<file path="config.mk">
export PLATFORM = sky130hd
export DESIGN_NAME = backslash_escape_decoder_top
export DESIGN_NICKNAME = d
export VERILOG_FILES = /design/src/rtl/bed_pkg.sv /design/src/rtl/bed_fifo.sv /design/src/rtl/bed_front.sv /design/src/rtl/bed_back.sv /design/src/rtl/backslash_escape_decoder_top.sv
export VERILOG_INCLUDE_DIRS = /design/src /design/src/rtl
export SDC_FILE = /design/constraint.sdc
export NUM_CORES = 1
export LEC_CHECK = 0
export BUFFER_PORTS_ARGS = -buffer_cell sky130_fd_sc_hd__buf_2
export CORE_MARGIN = 3
export CORE_UTILIZATION = 49
export CTS_BUF_LIST = sky130_fd_sc_hd__clkbuf_8
export CTS_CLUSTER_SIZE = 16
export DETAILED_ROUTE_END_ITERATION = 10
export PLACE_DENSITY = 0.65
export SETUP_SLACK_MARGIN = 0.2
export SYNTH_ARGS = -nofsm -noshare
export SYNTH_HDL_FRONTEND = slang
export SYNTH_SLANG_ARGS = --single-unit
</file>
<file path="constraint.sdc">
create_clock -name aclk -period 7.4 [get_ports aclk]
set_input_delay 0.37 -clock aclk [delete_from_list [all_inputs] [get_ports aclk]]
set_output_delay 0.37 -clock aclk [all_outputs]
set_load 0.02 [all_outputs]
</file>
<file path="src/rtl/assert_macros.svh">
// Assertion macros shared by the RTL modules of the escape decoder.
`ifndef ASSERT_MACROS_SVH
`define ASSERT_MACROS_SVH

// Same-cycle implication, checked at every rising clock edge outside reset.
`define ASSERT_IMPL(name, clk, rstn, ante, cons) \
    name: assert property (@(posedge clk) disable iff (!rstn) (ante) |-> (cons)) \
        else $error("%m: same-cycle implication failed");

// Next-cycle implication, checked at every rising clock edge outside reset.
`define ASSERT_NEXT(name, clk, rstn, ante, cons) \
    name: assert property (@(posedge clk) disable iff (!rstn) (ante) |=> (cons)) \
        else $error("%m: next-cycle implication failed");

`endif

</file>
<file path="src/rtl/bed_pkg.sv">
// Types and constants shared by the backslash escape decoder modules.
package bed_pkg;

    // Parser phase of the front end.
    typedef enum logic [2:0] {
        PH_IDLE = 3'd0,
        PH_ESC  = 3'd1,
        PH_HEX1 = 3'd2,
        PH_HEX2 = 3'd3,
        PH_OCT  = 3'd4
    } phase_t;

    // One queued request: one or two result bytes. Only the first can be flagged.
    typedef struct packed {
        logic       two;
        logic [7:0] byte0;
        logic       bad0;
        logic [7:0] byte1;
    } cmd_t;

    // Input characters that the parser looks for.
    localparam logic [7:0] CH_LF     = 8'h0A;
    localparam logic [7:0] CH_RPAREN = 8'h29;
    localparam logic [7:0] CH_BSLASH = 8'h5C;
    localparam logic [7:0] CH_LOW_B  = 8'h62;
    localparam logic [7:0] CH_LOW_C  = 8'h63;
    localparam logic [7:0] CH_LOW_E  = 8'h65;
    localparam logic [7:0] CH_LOW_F  = 8'h66;
    localparam logic [7:0] CH_LOW_G  = 8'h67;
    localparam logic [7:0] CH_LOW_N  = 8'h6E;
    localparam logic [7:0] CH_LOW_R  = 8'h72;
    localparam logic [7:0] CH_LOW_T  = 8'h74;
    localparam logic [7:0] CH_LOW_V  = 8'h76;
    localparam logic [7:0] CH_LOW_X  = 8'h78;

    // Bytes produced by the named escapes.
    localparam logic [7:0] VAL_BS  = 8'h08;
    localparam logic [7:0] VAL_CSI = 8'h9B;
    localparam logic [7:0] VAL_ESC = 8'h1B;
    localparam logic [7:0] VAL_FF  = 8'h0C;
    localparam logic [7:0] VAL_BEL = 8'h07;
    localparam logic [7:0] VAL_LF  = 8'h0A;
    localparam logic [7:0] VAL_CR  = 8'h0D;
    localparam logic [7:0] VAL_TAB = 8'h09;
    localparam logic [7:0] VAL_VT  = 8'h0B;

endpackage

</file>
<file path="src/rtl/bed_fifo.sv">
// Short request queue between the parser front end and the output back end.
`include "assert_macros.svh"

module bed_fifo #(
    parameter int DEPTH = 4
) (
    input  logic          aclk,
    input  logic          aresetn,
    input  logic          push,
    input  bed_pkg::cmd_t push_data,
    output logic          full,
    input  logic          pop,
    output bed_pkg::cmd_t pop_data,
    output logic          empty
);

    localparam int PW = (DEPTH > 1) ? $clog2(DEPTH) : 1;
    localparam int CW = $clog2(DEPTH + 1);
    localparam logic [PW-1:0] LAST_IDX = PW'(DEPTH - 1);
    localparam logic [CW-1:0] FULL_CNT = CW'(DEPTH);

    bed_pkg::cmd_t mem_reg [DEPTH];
    logic [PW-1:0] wr_ptr_reg, wr_ptr_next;
    logic [PW-1:0] rd_ptr_reg, rd_ptr_next;
    logic [CW-1:0] count_reg, count_next;

    assign full     = (count_reg == FULL_CNT);
    assign empty    = (count_reg == '0);
    assign pop_data = mem_reg[rd_ptr_reg];

    always_comb begin
        wr_ptr_next = wr_ptr_reg;
        rd_ptr_next = rd_ptr_reg;
        count_next  = count_reg;
        if (push) begin
            wr_ptr_next = (wr_ptr_reg == LAST_IDX) ? '0 : wr_ptr_reg + 1'b1;
        end
        if (pop) begin
            rd_ptr_next = (rd_ptr_reg == LAST_IDX) ? '0 : rd_ptr_reg + 1'b1;
        end
        case ({push, pop})
            2'b10:   count_next = count_reg + 1'b1;
            2'b01:   count_next = count_reg - 1'b1;
            default: count_next = count_reg;
        endcase
    end

    always_ff @(posedge aclk) begin
        if (!aresetn) begin
            wr_ptr_reg <= '0;
            rd_ptr_reg <= '0;
            count_reg  <= '0;
        end else begin
            wr_ptr_reg <= wr_ptr_next;
            rd_ptr_reg <= rd_ptr_next;
            count_reg  <= count_next;
        end
    end

    always_ff @(posedge aclk) begin
        if (push) begin
            mem_reg[wr_ptr_reg] <= push_data;
        end
    end

    `ASSERT_IMPL(a_no_overflow, aclk, aresetn, push, !full)

endmodule

</file>
<file path="src/rtl/bed_front.sv">
// Parser front end: accepts text bytes, tracks escapes and queues result requests.
`include "assert_macros.svh"

module bed_front (
    input  logic          aclk,
    input  logic          aresetn,
    input  logic          s_axis_tvalid,
    output logic          s_axis_tready,
    input  logic [7:0]    s_axis_tdata,
    input  logic          s_axis_tuser,
    input  logic          full,
    output logic          push,
    output bed_pkg::cmd_t push_data
);

    bed_pkg::phase_t phase_reg, phase_next;
    logic [7:0] value_reg, value_next;
    logic       bad_reg, bad_next;
    logic [1:0] oct_reg, oct_next;

    logic       accept;
    logic       emit_any;
    logic [7:0] ch;
    logic [7:0] folded;
    logic       hex_ok;
    logic [3:0] hex_val;
    logic       oct_ok;
    logic [7:0] oct_sum;

    assign ch     = s_axis_tdata;
    assign folded = (ch >= 8'h41 && ch <= 8'h5A) ? ch + 8'h20 : ch;
    assign oct_ok = (ch[7:3] == 5'b00110);
    assign oct_sum = {value_reg[4:0], ch[2:0]};

    // Hex digit decode; anything else counts as zero.
    always_comb begin
        hex_ok  = 1'b1;
        hex_val = 4'd0;
        if (ch >= 8'h30 && ch <= 8'h39) begin
            hex_val = ch[3:0];
        end else if ((ch >= 8'h61 && ch <= 8'h66) || (ch >= 8'h41 && ch <= 8'h46)) begin
            hex_val = ch[3:0] + 4'd9;
        end else begin
            hex_ok = 1'b0;
        end
    end

    assign s_axis_tready = !full;
    assign accept        = s_axis_tvalid && s_axis_tready;
    assign push          = accept && emit_any;

    always_comb begin
        phase_next = phase_reg;
        value_next = value_reg;
        bad_next   = bad_reg;
        oct_next   = oct_reg;
        emit_any   = 1'b0;
        push_data  = '0;
        if (s_axis_tuser) begin
            // End of string: flush a pending number, drop an unfinished escape.
            if (phase_reg == bed_pkg::PH_HEX2 || phase_reg == bed_pkg::PH_OCT) begin
                emit_any        = 1'b1;
                push_data.byte0 = value_reg;
                push_data.bad0  = bad_reg;
            end
            phase_next = bed_pkg::PH_IDLE;
            value_next = 8'd0;
            bad_next   = 1'b0;
            oct_next   = 2'd0;
        end else begin
            case (phase_reg)
                bed_pkg::PH_ESC: begin
                    phase_next = bed_pkg::PH_IDLE;
                    emit_any   = 1'b1;
                    case (folded)
                        bed_pkg::CH_LF:    emit_any = 1'b0;
                        bed_pkg::CH_LOW_B: push_data.byte0 = bed_pkg::VAL_BS;
                        bed_pkg::CH_LOW_C: push_data.byte0 = bed_pkg::VAL_CSI;
                        bed_pkg::CH_LOW_E: push_data.byte0 = bed_pkg::VAL_ESC;
                        bed_pkg::CH_LOW_F: push_data.byte0 = bed_pkg::VAL_FF;
                        bed_pkg::CH_LOW_G: push_data.byte0 = bed_pkg::VAL_BEL;
                        bed_pkg::CH_LOW_N: push_data.byte0 = bed_pkg::VAL_LF;
                        bed_pkg::CH_LOW_R: push_data.byte0 = bed_pkg::VAL_CR;
                        bed_pkg::CH_LOW_T: push_data.byte0 = bed_pkg::VAL_TAB;
                        bed_pkg::CH_LOW_V: push_data.byte0 = bed_pkg::VAL_VT;
                        bed_pkg::CH_LOW_X: begin
                            emit_any   = 1'b0;
                            phase_next = bed_pkg::PH_HEX1;
                        end
                        bed_pkg::CH_RPAREN, bed_pkg::CH_BSLASH: begin
                            push_data.two   = 1'b1;
                            push_data.byte0 = bed_pkg::CH_BSLASH;
                            push_data.byte1 = folded;
                        end
                        default: begin
                            if (oct_ok) begin
                                emit_any   = 1'b0;
                                value_next = {5'd0, ch[2:0]};
                                bad_next   = 1'b0;
                                oct_next   = 2'd1;
                                phase_next = bed_pkg::PH_OCT;
                            end else begin
                                push_data.byte0 = folded;
                            end
                        end
                    endcase
                end
                bed_pkg::PH_HEX1: begin
                    // Any byte is taken as the first digit.
                    bad_next   = !hex_ok;
                    value_next = {4'd0, hex_val};
                    phase_next = bed_pkg::PH_HEX2;
                end
                bed_pkg::PH_HEX2: begin
                    emit_any        = 1'b1;
                    push_data.bad0  = bad_reg;
                    bad_next        = 1'b0;
                    if (hex_ok) begin
                        push_data.byte0 = {value_reg[3:0], hex_val};
                        phase_next      = bed_pkg::PH_IDLE;
                    end else begin
                        // The byte ends the number and is then handled as plain text.
                        push_data.byte0 = value_reg;
                        if (ch == bed_pkg::CH_BSLASH) begin
                            phase_next = bed_pkg::PH_ESC;
                        end else begin
                            push_data.two   = 1'b1;
                            push_data.byte1 = ch;
                            phase_next      = bed_pkg::PH_IDLE;
                        end
                    end
                end
                bed_pkg::PH_OCT: begin
                    if (oct_ok) begin
                        value_next = oct_sum;
                        if (oct_reg == 2'd2) begin
                            // Third digit completes the escape at once.
                            emit_any        = 1'b1;
                            push_data.byte0 = oct_sum;
                            phase_next      = bed_pkg::PH_IDLE;
                            oct_next        = 2'd0;
                        end else begin
                            oct_next = oct_reg + 2'd1;
                        end
                    end else begin
                        emit_any        = 1'b1;
                        push_data.byte0 = value_reg;
                        oct_next        = 2'd0;
                        if (ch == bed_pkg::CH_BSLASH) begin
                            phase_next = bed_pkg::PH_ESC;
                        end else begin
                            push_data.two   = 1'b1;
                            push_data.byte1 = ch;
                            phase_next      = bed_pkg::PH_IDLE;
                        end
                    end
                end
                default: begin
                    if (ch == bed_pkg::CH_BSLASH) begin
                        phase_next = bed_pkg::PH_ESC;
                    end else begin
                        emit_any        = 1'b1;
                        push_data.byte0 = ch;
                        phase_next      = bed_pkg::PH_IDLE;
                    end
                end
            endcase
        end
    end

    always_ff @(posedge aclk) begin
        if (!aresetn) begin
            phase_reg <= bed_pkg::PH_IDLE;
            value_reg <= 8'd0;
            bad_reg   <= 1'b0;
            oct_reg   <= 2'd0;
        end else if (accept) begin
            phase_reg <= phase_next;
            value_reg <= value_next;
            bad_reg   <= bad_next;
            oct_reg   <= oct_next;
        end
    end

    `ASSERT_IMPL(a_oct_count, aclk, aresetn, phase_reg == bed_pkg::PH_OCT, oct_reg == 2'd1 || oct_reg == 2'd2)
    `ASSERT_IMPL(a_bad_only_hex2, aclk, aresetn, bad_reg, phase_reg == bed_pkg::PH_HEX2)

endmodule

</file>
<file path="src/rtl/bed_back.sv">
// Output back end: drains queued requests into the registered result channel.
`include "assert_macros.svh"

module bed_back (
    input  logic          aclk,
    input  logic          aresetn,
    input  logic          empty,
    input  bed_pkg::cmd_t pop_data,
    output logic          pop,
    output logic          m_axis_tvalid,
    input  logic          m_axis_tready,
    output logic [7:0]    m_axis_tdata,
    output logic          m_axis_tuser,
    output logic          m_axis_tlast
);

    logic       valid_reg, valid_next;
    logic [7:0] data_reg, data_next;
    logic       user_reg, user_next;
    logic       last_reg, last_next;
    logic       second_reg, second_next;
    logic [7:0] byte1_reg, byte1_next;
    logic       out_free;

    assign out_free = !valid_reg || m_axis_tready;
    assign pop      = out_free && !second_reg && !empty;

    always_comb begin
        valid_next  = valid_reg;
        data_next   = data_reg;
        user_next   = user_reg;
        last_next   = last_reg;
        second_next = second_reg;
        byte1_next  = byte1_reg;
        if (out_free) begin
            if (second_reg) begin
                // Second byte of a two-byte request is never flagged.
                valid_next  = 1'b1;
                data_next   = byte1_reg;
                user_next   = 1'b0;
                last_next   = 1'b1;
                second_next = 1'b0;
            end else if (!empty) begin
                valid_next  = 1'b1;
                data_next   = pop_data.byte0;
                user_next   = pop_data.bad0;
                last_next   = !pop_data.two;
                second_next = pop_data.two;
                byte1_next  = pop_data.byte1;
            end else begin
                valid_next = 1'b0;
            end
        end
    end

    always_ff @(posedge aclk) begin
        if (!aresetn) begin
            valid_reg  <= 1'b0;
            second_reg <= 1'b0;
        end else begin
            valid_reg  <= valid_next;
            second_reg <= second_next;
        end
    end

    always_ff @(posedge aclk) begin
        data_reg  <= data_next;
        user_reg  <= user_next;
        last_reg  <= last_next;
        byte1_reg <= byte1_next;
    end

    assign m_axis_tvalid = valid_reg;
    assign m_axis_tdata  = data_reg;
    assign m_axis_tuser  = user_reg;
    assign m_axis_tlast  = last_reg;

    `ASSERT_IMPL(a_first_then_second, aclk, aresetn, valid_reg && !last_reg, second_reg)

endmodule

</file>
<file path="src/rtl/backslash_escape_decoder_top.sv">
// Top level of the backslash escape decoder: parser front end, request queue, output back end.
//
// The s_axis channel takes one text byte per request: s_axis_tdata carries the byte and
// s_axis_tuser marks an end-of-string request, which flushes a hex or octal number still
// being collected and drops an unfinished escape. The m_axis channel returns decoded
// bytes: m_axis_tdata holds the byte, m_axis_tuser flags a hex escape whose first digit
// was not a hex digit, and m_axis_tlast marks the final result of a request.
// A request yields zero, one or two results.
// Throughput is one request per cycle while the queue is not full; a request that yields
// two results occupies the output register for both of them in turn. The queue between
// parser and output absorbs short runs of such requests, while a long run of them fills it.
// A request that yields results is written into the queue at the edge that accepts it, and
// its first result is loaded into the output register, which drives m_axis_tvalid, once
// that register is free; the result transfers when m_axis_tready is high.
// When the receiver stalls, results wait in the output register and the queue; the input
// keeps being accepted until the queue of QUEUE_DEPTH requests fills, then s_axis_tready
// drops. Reset (aresetn low, synchronous) returns the parser to plain text, empties the
// queue and clears m_axis_tvalid.
module backslash_escape_decoder_top #(
    parameter int QUEUE_DEPTH = 4
) (
    input  logic       aclk,
    input  logic       aresetn,
    input  logic       s_axis_tvalid,
    output logic       s_axis_tready,
    input  logic [7:0] s_axis_tdata,  // [7:0] char_in
    input  logic       s_axis_tuser,  // [0] mode (1 = end of string)
    output logic       m_axis_tvalid,
    input  logic       m_axis_tready,
    output logic [7:0] m_axis_tdata,  // [7:0] out_byte
    output logic       m_axis_tuser,  // [0] bad_digit
    output logic       m_axis_tlast
);

    logic          q_push;
    logic          q_full;
    logic          q_pop;
    logic          q_empty;
    bed_pkg::cmd_t q_wr_data;
    bed_pkg::cmd_t q_rd_data;

    // Parser: classifies each byte and produces at most one queued request.
    bed_front u_front (
        .aclk          (aclk),
        .aresetn       (aresetn),
        .s_axis_tvalid (s_axis_tvalid),
        .s_axis_tready (s_axis_tready),
        .s_axis_tdata  (s_axis_tdata),
        .s_axis_tuser  (s_axis_tuser),
        .full          (q_full),
        .push          (q_push),
        .push_data     (q_wr_data)
    );

    // Queue lets the parser run on while the output is stalled.
    bed_fifo #(
        .DEPTH (QUEUE_DEPTH)
    ) u_fifo (
        .aclk      (aclk),
        .aresetn   (aresetn),
        .push      (q_push),
        .push_data (q_wr_data),
        .full      (q_full),
        .pop       (q_pop),
        .pop_data  (q_rd_data),
        .empty     (q_empty)
    );

    // Output stage: splits two-byte requests and holds results under backpressure.
    bed_back u_back (
        .aclk          (aclk),
        .aresetn       (aresetn),
        .empty         (q_empty),
        .pop_data      (q_rd_data),
        .pop           (q_pop),
        .m_axis_tvalid (m_axis_tvalid),
        .m_axis_tready (m_axis_tready),
        .m_axis_tdata  (m_axis_tdata),
        .m_axis_tuser  (m_axis_tuser),
        .m_axis_tlast  (m_axis_tlast)
    );

endmodule
</file>
==> run summary, run 1 <==
The placer congestion estimate came out at 0.959. The flip-flop count of the largest register, all copies and words added works out to 72. After floorplanning, the core was divided into 40 placement rows. The period utilization was 0.506. The total power was 1790 uW; the fraction of final layout cells with drive strength greater than 1 was 0.180.

Max-capacitance violation count: 0. The share of the synthesized area in the top cell type was 0.440. Setup slack of the worst register-to-register path: 3.80 ns.

The slowest stage of the critical path belongs to the cell sky130_fd_sc_hd__nor3b_1. The cell area that synthesis handed to floorplanning was 0.00614 mm2. At the pin with the least slew margin, the transition time is 0.938 ns. For the worst setup path, the data required time is 7.74 ns.

The signed area change from the synthesized netlist to the final layout is 9.68%, and the initial standard-cell utilization of the core is 0.507. After global routing the overflow that remains totals 0. The kind of capture point of the worst setup path was a flop. After detailed routing, the total wire length is 13.2 mm. In the post-synthesis netlist, the biggest area contributors are sky130_fd_sc_hd__edfxtp_1 (44%), sky130_fd_sc_hd__dfxtp_1 (8.1%), sky130_fd_sc_hd__mux4_2 (6.6%). The run gives 267 MHz as the fmax. In this design, the stage delay of the slowest critical-path cell is 0.68 ns. The number of input and output port buffers inserted came out at 24. For the worst setup path, the data arrival time is 4.08 ns. The average wire per cell in the routed design came out at 18.3 um. The floorplan die height was 118 um; the async set-or-reset flop fraction in the synthesized netlist was 0. After clock tree synthesis, the setup repair step added 0 buffers. The average instance area after synthesis was 11.6 um2. Critical path class: input pin to flop. Across the VDD grid, the largest voltage drop is 138 uV. The hold-fix buffer count after cts is 0. The routed layout has 4274 vias. The H-tree was split into 4 levels. Synthesis instantiated 79 different standard cells from the library. In the final design database the tool counted 571 nets. In this run the remaining antenna-violating nets after routing total 0. For the total setup violations reported at the end of the flow, the log shows 0. Sorting the synthesized cells by how often they occur yields sky130_fd_sc_hd__edfxtp_1 (90), sky130_fd_sc_hd__nand2_1 (43), sky130_fd_sc_hd__a21oi_1 (33).

The repair_antennas step left the layout with diodes totalling 0. The post-synthesis register bit count came out at 115. The floorplan step defined a die boundary enclosing 0.0139 mm2. Final-report max-slew violation count: 0.

Yosys printed 0 warnings. For the number of hold-slack violations in the final timing report, the log shows 0. Setup repair after global routing left no endpoint under its margin. In this run the worst hold path is classified as input pin to flop.

For the total nets after synthesis, the log shows 557. The dominant cell type by area after synthesis was sky130_fd_sc_hd__edfxtp_1. The leakage dissipation is 0.00221 uW, and the clock tree buffer depth is 2. Type of origin of the critical path: an input pin. Yosys mapped a number of flops with a built-in enable equal to 90. For the total DRC errors in the routed layout, the log shows 0.

The largest net degree at the start of global routing was 28. For the number of antenna violations at the first check in global routing, the log shows 0. In the routed layout, each cell is associated on average with a via count of 5.91. For the worst clock skew, the log shows 0.00774 ns.

The logs give 0.556 for the final design utilization and 17 for the CTS buffer count. Quantity of gates resized following cts: 0. Core area: 0.0121 mm2. The via count of the first global-routing pass was 4112; the clock period minus worst slack was 3.74 ns. Insertion delay to the later sink of the worst-skew pair: 0.42 ns.

In this run, the number of DRC markers left after iteration 0 of detailed routing was 305. After clock tree synthesis, the clock-pin slew on the worst setup and hold paths is 0.07 ns. Die width: 118 um. The flow ran to the end, and the final reports show no timing, DRC or antenna violations. Clock tree synthesis selected as its root buffer the cell sky130_fd_sc_hd__clkbuf_8. The combined global-route utilization of all metal layers is 0.195, and the highest net fanout along the worst path is 12. For this design the top-level I/O count stands at 25.

The most frequent cell after synthesis is sky130_fd_sc_hd__edfxtp_1. The tree built by TritonCTS fans out to 115 sinks. Before antenna repair, the detailed router went through 7 iterations. The headroom to the max-slew limit is 0.374. TritonCTS built the clock tree. The cell count after synthesis is 529.

The first global-routing pass estimated 21.3 mm of wire. The critical path goes through buf_2, inv_1, ha_1, nand4_1, nor3b_1, a2111oi_0, a21oi_1, o21ai_0, o31a_1, inv_1, ha_1, inv_1, fa_1, xor2_1, or3_1, a21boi_0. The part of the Yosys area used for sequential elements is 0.521. The run gives 9.03 mm as the half-perimeter wire length of the detailed placement result. Among all flip-flop cells after synthesis, the most frequent one is sky130_fd_sc_hd__edfxtp_1. The cell repeated most along the worst path was sky130_fd_sc_hd__inv_1. Power spread over the standard cell area amounts to 266 mW/mm2. Setup total negative slack on the finished layout was measured at 0 ns.
-- report_power, final --
group | total (uW) | leakage, uW | internal (uW) | switching (uW)
Combinational | 383 | 0.000999 | 169 | 213
Sequential | 855 | 0.00101 | 809 | 45.8
Clock | 553 | 0.000196 | 323 | 230
-- through the flow --
stage | area, um2 | instances | hold WS (ns) | setup WS, ns
after floorplan | 6140 | 529 | 0.437 | 3.71
after global placement | 6350 | 692 | 0.459 | 3.41
after detailed placement | 6350 | 692 | 0.485 | 3.27
after CTS | 6740 | 723 | 0.242 | 3.72
after global routing | 6740 | 723 | 0.262 | 3.40
final | 6740 | 723 | 0.269 | 3.66
-- worst max-delay path, delay by kind of cell --
family          cells  cell delay, ns
buf+inv             4            0.52
compound gates      5            1.01
simple gates        3            1.15
xor+xnor            1            0.16
fa+ha+maj           3            0.85
-- path summary, 6_finish.rpt --
check / startpoint / to / cells after the start
min: m_axis_tready / u_back.m_axis_tvalid$_SDFFE_PN0N_ / 4
max reg2reg: u_front.phase_reg[2]$_SDFFE_PN0P_ / u_fifo.count_reg[2]$_SDFFE_PN0P_ / 13
min reg2reg: u_front.bad_reg$_SDFFE_PN0P_ / u_front.bad_reg$_SDFFE_PN0P_ / 2
max: s_axis_tdata[0] / u_fifo.count_reg[2]$_SDFFE_PN0P_ / 16
-- kinds of logic after synthesis --
family                   after synthesis  share of synthesized area
XOR/XNOR                               4                    0.00570
buffers and inverters                 49                     0.0344
AO/OA/AOI/OAI                        122                      0.138
adder cells (fa/ha/maj)               15                     0.0318
AND/OR/NAND/NOR                      184                      0.165
flip-flops                           115                      0.521
multiplexers                          40                      0.104
-- final cells by class --
cell class	count	area (um2)
Clock buffer	17	234
Clock inverter	14	148
Fill cell	1021	5380
Inverter	15	56.3
Multi-Input combinational cell	365	2730
Sequential cell	115	3200
Tap cell	168	210
Timing Repair Buffer	29	158
-- per-layer routing --
layer  track usage  vias to the layer above  share of wire
li1              -                     2046              -
met1         0.252                     2048           0.44
met2         0.320                      154           0.49
met3        0.0437                       26          0.048
met4        0.0777                        0          0.026
met5             0                        -              0
-- cell usage in the layout, fill, tap and decap left out, types with 3 or more instances in the layout --
cell type,instances
sky130_fd_sc_hd__o21ai_0,22
sky130_fd_sc_hd__and2_1,14
sky130_fd_sc_hd__o211ai_1,3
sky130_fd_sc_hd__a21oi_1,33
sky130_fd_sc_hd__nand3_1,22
sky130_fd_sc_hd__nor3b_1,4
sky130_fd_sc_hd__ha_1,14
sky130_fd_sc_hd__clkinv_2,3
sky130_fd_sc_hd__a211oi_1,5
sky130_fd_sc_hd__nor2_1,29
sky130_fd_sc_hd__bufinv_16,3
sky130_fd_sc_hd__edfxtp_1,90
sky130_fd_sc_hd__nor3_1,17
sky130_fd_sc_hd__nand2b_1,5
sky130_fd_sc_hd__buf_4,5
sky130_fd_sc_hd__a221oi_1,3
sky130_fd_sc_hd__mux2_2,8
sky130_fd_sc_hd__nor2b_1,21
sky130_fd_sc_hd__mux4_2,18
sky130_fd_sc_hd__dfxtp_1,25
sky130_fd_sc_hd__a21boi_0,3
sky130_fd_sc_hd__a31oi_1,6
sky130_fd_sc_hd__o22ai_1,4
sky130_fd_sc_hd__or3_1,3
sky130_fd_sc_hd__nor4_1,4
sky130_fd_sc_hd__clkbuf_8,17
sky130_fd_sc_hd__clkinv_1,3
sky130_fd_sc_hd__inv_1,17
sky130_fd_sc_hd__nand2_1,43
sky130_fd_sc_hd__buf_2,24
sky130_fd_sc_hd__a21boi_1,4
sky130_fd_sc_hd__mux2i_1,13
(Power assumes the default switching activity.)
==> run 2: changes to the inputs <==
Clock period 7.4 ns to 3.55 ns, I/O delays scaled along.
==> run 2 against run 1 <==
Net effect:
- count of clock-buffer cells in the layout increased by 2
- first-iteration DRC count is 26% higher
- wire length rose by 5.7%
- combinational power increased by 120%
- sequential share of layout area down 2.0 points
- sequential power increased by 110%
- worst setup slack worse by 3.2 ns
- global-route usage up 1.4 points
- register-to-register slack worse by 3.4 ns
- total power grew 110%
- critical path depth is 2 lower
- critical path type is now flop to flop
- largest power group unchanged
==> run summary, run 2 (synthesized netlist as in run 1, its figures left out) <==
STA classifies the critical path startpoint as a flop. The clock tree buffer depth was 2 (unchanged); the hold-fix buffer count after cts was 0 (unchanged). The final-report max-slew violation count was 0 (unchanged). Clock edge transition at the registers on the reported setup and hold paths: 0.06 ns (about the same).

The measured slew at the worst slew-check pin is 0.950 ns (+0.0114 ns). Static timing analysis puts the maximum clock frequency at 318 MHz. The logs give 3.50 ns (-0.58 ns) for the signal arrival time at the worst endpoint and 0 ns (unchanged) for the setup TNS. Largest vdd supply drop: 237 uV (+71%). Clock tree synthesis selected as its root buffer the cell sky130_fd_sc_hd__clkbuf_8. The worst hold path belongs to the class input pin to flop. TritonCTS built the clock tree. The run gives 0.366 (-0.00846) as the headroom to the max-slew limit. The run finished with clean final reports.

The post-placement setup slack was 0.0118 ns (-3.26 ns); the flip-flop count of the largest register, all copies and words added was 72 (unchanged). The worst hold path begins at m_axis_tready. In the layout the commonest cells are sky130_fd_sc_hd__edfxtp_1 (90), sky130_fd_sc_hd__nand2_1 (42), sky130_fd_sc_hd__buf_4 (37). For the number of hold-slack violations in the final timing report, the log shows 0 (unchanged). Setup repair after global routing left no endpoint under its margin.

The number of input and output port buffers inserted is 24 (unchanged). The leakage dissipation was 0.00238 uW (+7.9%); the average wire per cell in the routed design was 18.5 um (+1.1%). The run gives 0 (unchanged) as the total grt overflow.

The worst register-to-register path begins at u_front.phase_reg[1]$_SDFFE_PN0P_. Floorplan die height: 118 um (unchanged). The core area is 0.0121 mm2 (unchanged), and the top-level port count is 25 (unchanged). The tools report the final wirelength as 14.0 mm (+5.7%). The critical path is of the flop to flop type. The run gives 4 (unchanged) as the number of H-tree levels. The number of DRC markers after the initial detailed-route iteration was 385 (+26%).

The minimum setup slack in the final design was 0.410 ns (-3.25 ns); the setup slack of the worst register-to-register path was 0.41 ns (-3.39 ns). The first-pass GRT wire length was 22.9 mm (+7.3%); the largest net degree at the start of global routing was 25 (-11%). The count of antenna-violating nets left after detailed routing is 0 (unchanged), and the worst clock skew is 0.00993 ns (+0.00219 ns). The logs give 115 (unchanged) for the number of sinks handled by clock tree synthesis and 0.0139 mm2 (unchanged) for the floorplan die area.

The combined global-route utilization of all metal layers was 0.209 (+0.0138). The terminating pin of the worst hold path was u_back.m_axis_tvalid$_SDFFE_PN0N_. The logs give 4490 (+5.1%) for the total number of vias and 0 (unchanged) for the antenna cell count. The highest net fanout along the worst path works out to 9 (-3). Number of cell instances on the worst register-to-register path: 14 (+1). The run gives 0.43 ns (about the same) as the insertion delay to the later sink of the worst-skew pair. The worst reg2reg path endpoint is u_fifo.count_reg[2]$_SDFFE_PN0P_.

The power density over the cells was 546 mW/mm2 (+110%). The fraction of final layout cells with drive strength greater than 1 is 0.241 (+0.0613), and the total DRC errors in the routed layout is 0 (unchanged). The tools report the initial standard-cell utilization of the core as 0.507 (unchanged). The number of antenna violations at the first check in global routing was 0 (unchanged). The signed area change from the synthesized netlist to the final layout is 14.4%, and the total setup violations reported at the end of the flow is 0 (unchanged). The logs give 603 (+5.6%) for the net count reported at finish and 0 (unchanged) for the max-capacitance violation count. The placer congestion estimate is 0.986 (+2.8%), and the clock period minus worst slack is 3.14 ns. The most frequent standard cell in the layout excluding fill and tap cells is sky130_fd_sc_hd__edfxtp_1.

The die width works out to 118 um (unchanged). The tools report the cell row count as 40 (unchanged). The kind of capture point of the worst setup path was a flop. Period utilization: 0.885. Required time of the critical path: 3.91 ns (-3.83 ns). The logs give 6 (-1) for the number of iterations in the first detailed-routing pass and 4367 (+6.2%) for the via count of the first global-routing pass. The detailed-route vias per instance was 5.94 (+0.47%); the number of cells traversed by the worst hold path was 4 (unchanged).

The CTS buffer count was 17 (unchanged). The half-perimeter wire length of the detailed placement result was 9.79 mm (+8.5%).
-- run 2: cell type report --
cell class / count / area [um2]
Multi-Input combinational cell: 365 / 2760
Timing Repair Buffer: 61 / 398
Clock buffer: 19 / 262
Clock inverter: 13 / 144
Tap cell: 168 / 210
Fill cell: 1043 / 5080
Sequential cell: 115 / 3200
Inverter: 15 / 56.3
-- run 2: worst max path at each step --
stage | startpoint | endpoint | slack (ns) | cells after the start
floorplan | s_axis_tdata[0] | u_fifo.count_reg[2]$_SDFFE_PN0P_ | 0.20 | 16
global placement | s_axis_tdata[0] | u_fifo.count_reg[2]$_SDFFE_PN0P_ | 0.09 | 17
detailed placement | s_axis_tdata[0] | u_fifo.count_reg[2]$_SDFFE_PN0P_ | 0.01 | 17
CTS | u_front.phase_reg[1]$_SDFFE_PN0P_ | u_fifo.count_reg[2]$_SDFFE_PN0P_ | 0.33 | 14
global route | u_front.phase_reg[1]$_SDFFE_PN0P_ | u_fifo.count_reg[2]$_SDFFE_PN0P_ | 0.24 | 14
finish | u_front.phase_reg[1]$_SDFFE_PN0P_ | u_fifo.count_reg[2]$_SDFFE_PN0P_ | 0.41 | 14
-- run 2: report_power, final --
| part | internal [uW] | leakage, uW | switching, uW |
|---|---|---|---|
| logic | 370 | 0.00116 | 458 |
| registers | 1690 | 0.00101 | 101 |
| clock network | 717 | 0.000211 | 506 |
| total | 2770 | 0.00238 | 1060 |
-- run 2: worst max-delay path, cell delays in order (launching register included) --
cell and delay [ns]:
sky130_fd_sc_hd__dfxtp_1 0.31, sky130_fd_sc_hd__nor2_1 0.21, sky130_fd_sc_hd__nand2_2 0.19, sky130_fd_sc_hd__nor2_1 0.19, sky130_fd_sc_hd__nand2_1 0.09, sky130_fd_sc_hd__a21oi_1 0.23, sky130_fd_sc_hd__o21ai_0 0.12, sky130_fd_sc_hd__o31a_1 0.35
sky130_fd_sc_hd__inv_1 0.07, sky130_fd_sc_hd__ha_2 0.18, sky130_fd_sc_hd__inv_1 0.06, sky130_fd_sc_hd__fa_1 0.43, sky130_fd_sc_hd__xor2_1 0.16, sky130_fd_sc_hd__or3_1 0.31, sky130_fd_sc_hd__a21boi_0 0.16
-- run 2: timing repair --
action                                  CTS  global route
gates resized for setup                   0             1
endpoints found under the setup margin    0             1
buffers inserted                          0             0
-- run 2: through the flow --
step	hold slack, ns	cell area [um2]	total power [uW]	instances	utilization
6_report	0.0689	7030	3840	756	0.580
5_1_grt	0.0698	7030	4010	756	0.580
4_1_cts	0.0401	7030	3880	756	0.580
3_5_place_dp	0.468	6620	2660	724	0.547
3_3_place_gp	0.459	6620	2630	724	0.547
2_1_floorplan	0.329	6170	2400	529	-
-- run 2: routing by layer --
layer	GRT usage	wire (um)	vias up	share of wire
met4	0.0784	261	0	0.019
met3	0.0461	903	36	0.065
met5	0	0	-	0
met2	0.335	6730	195	0.48
li1	-	-	2104	-
met1	0.279	6070	2155	0.43
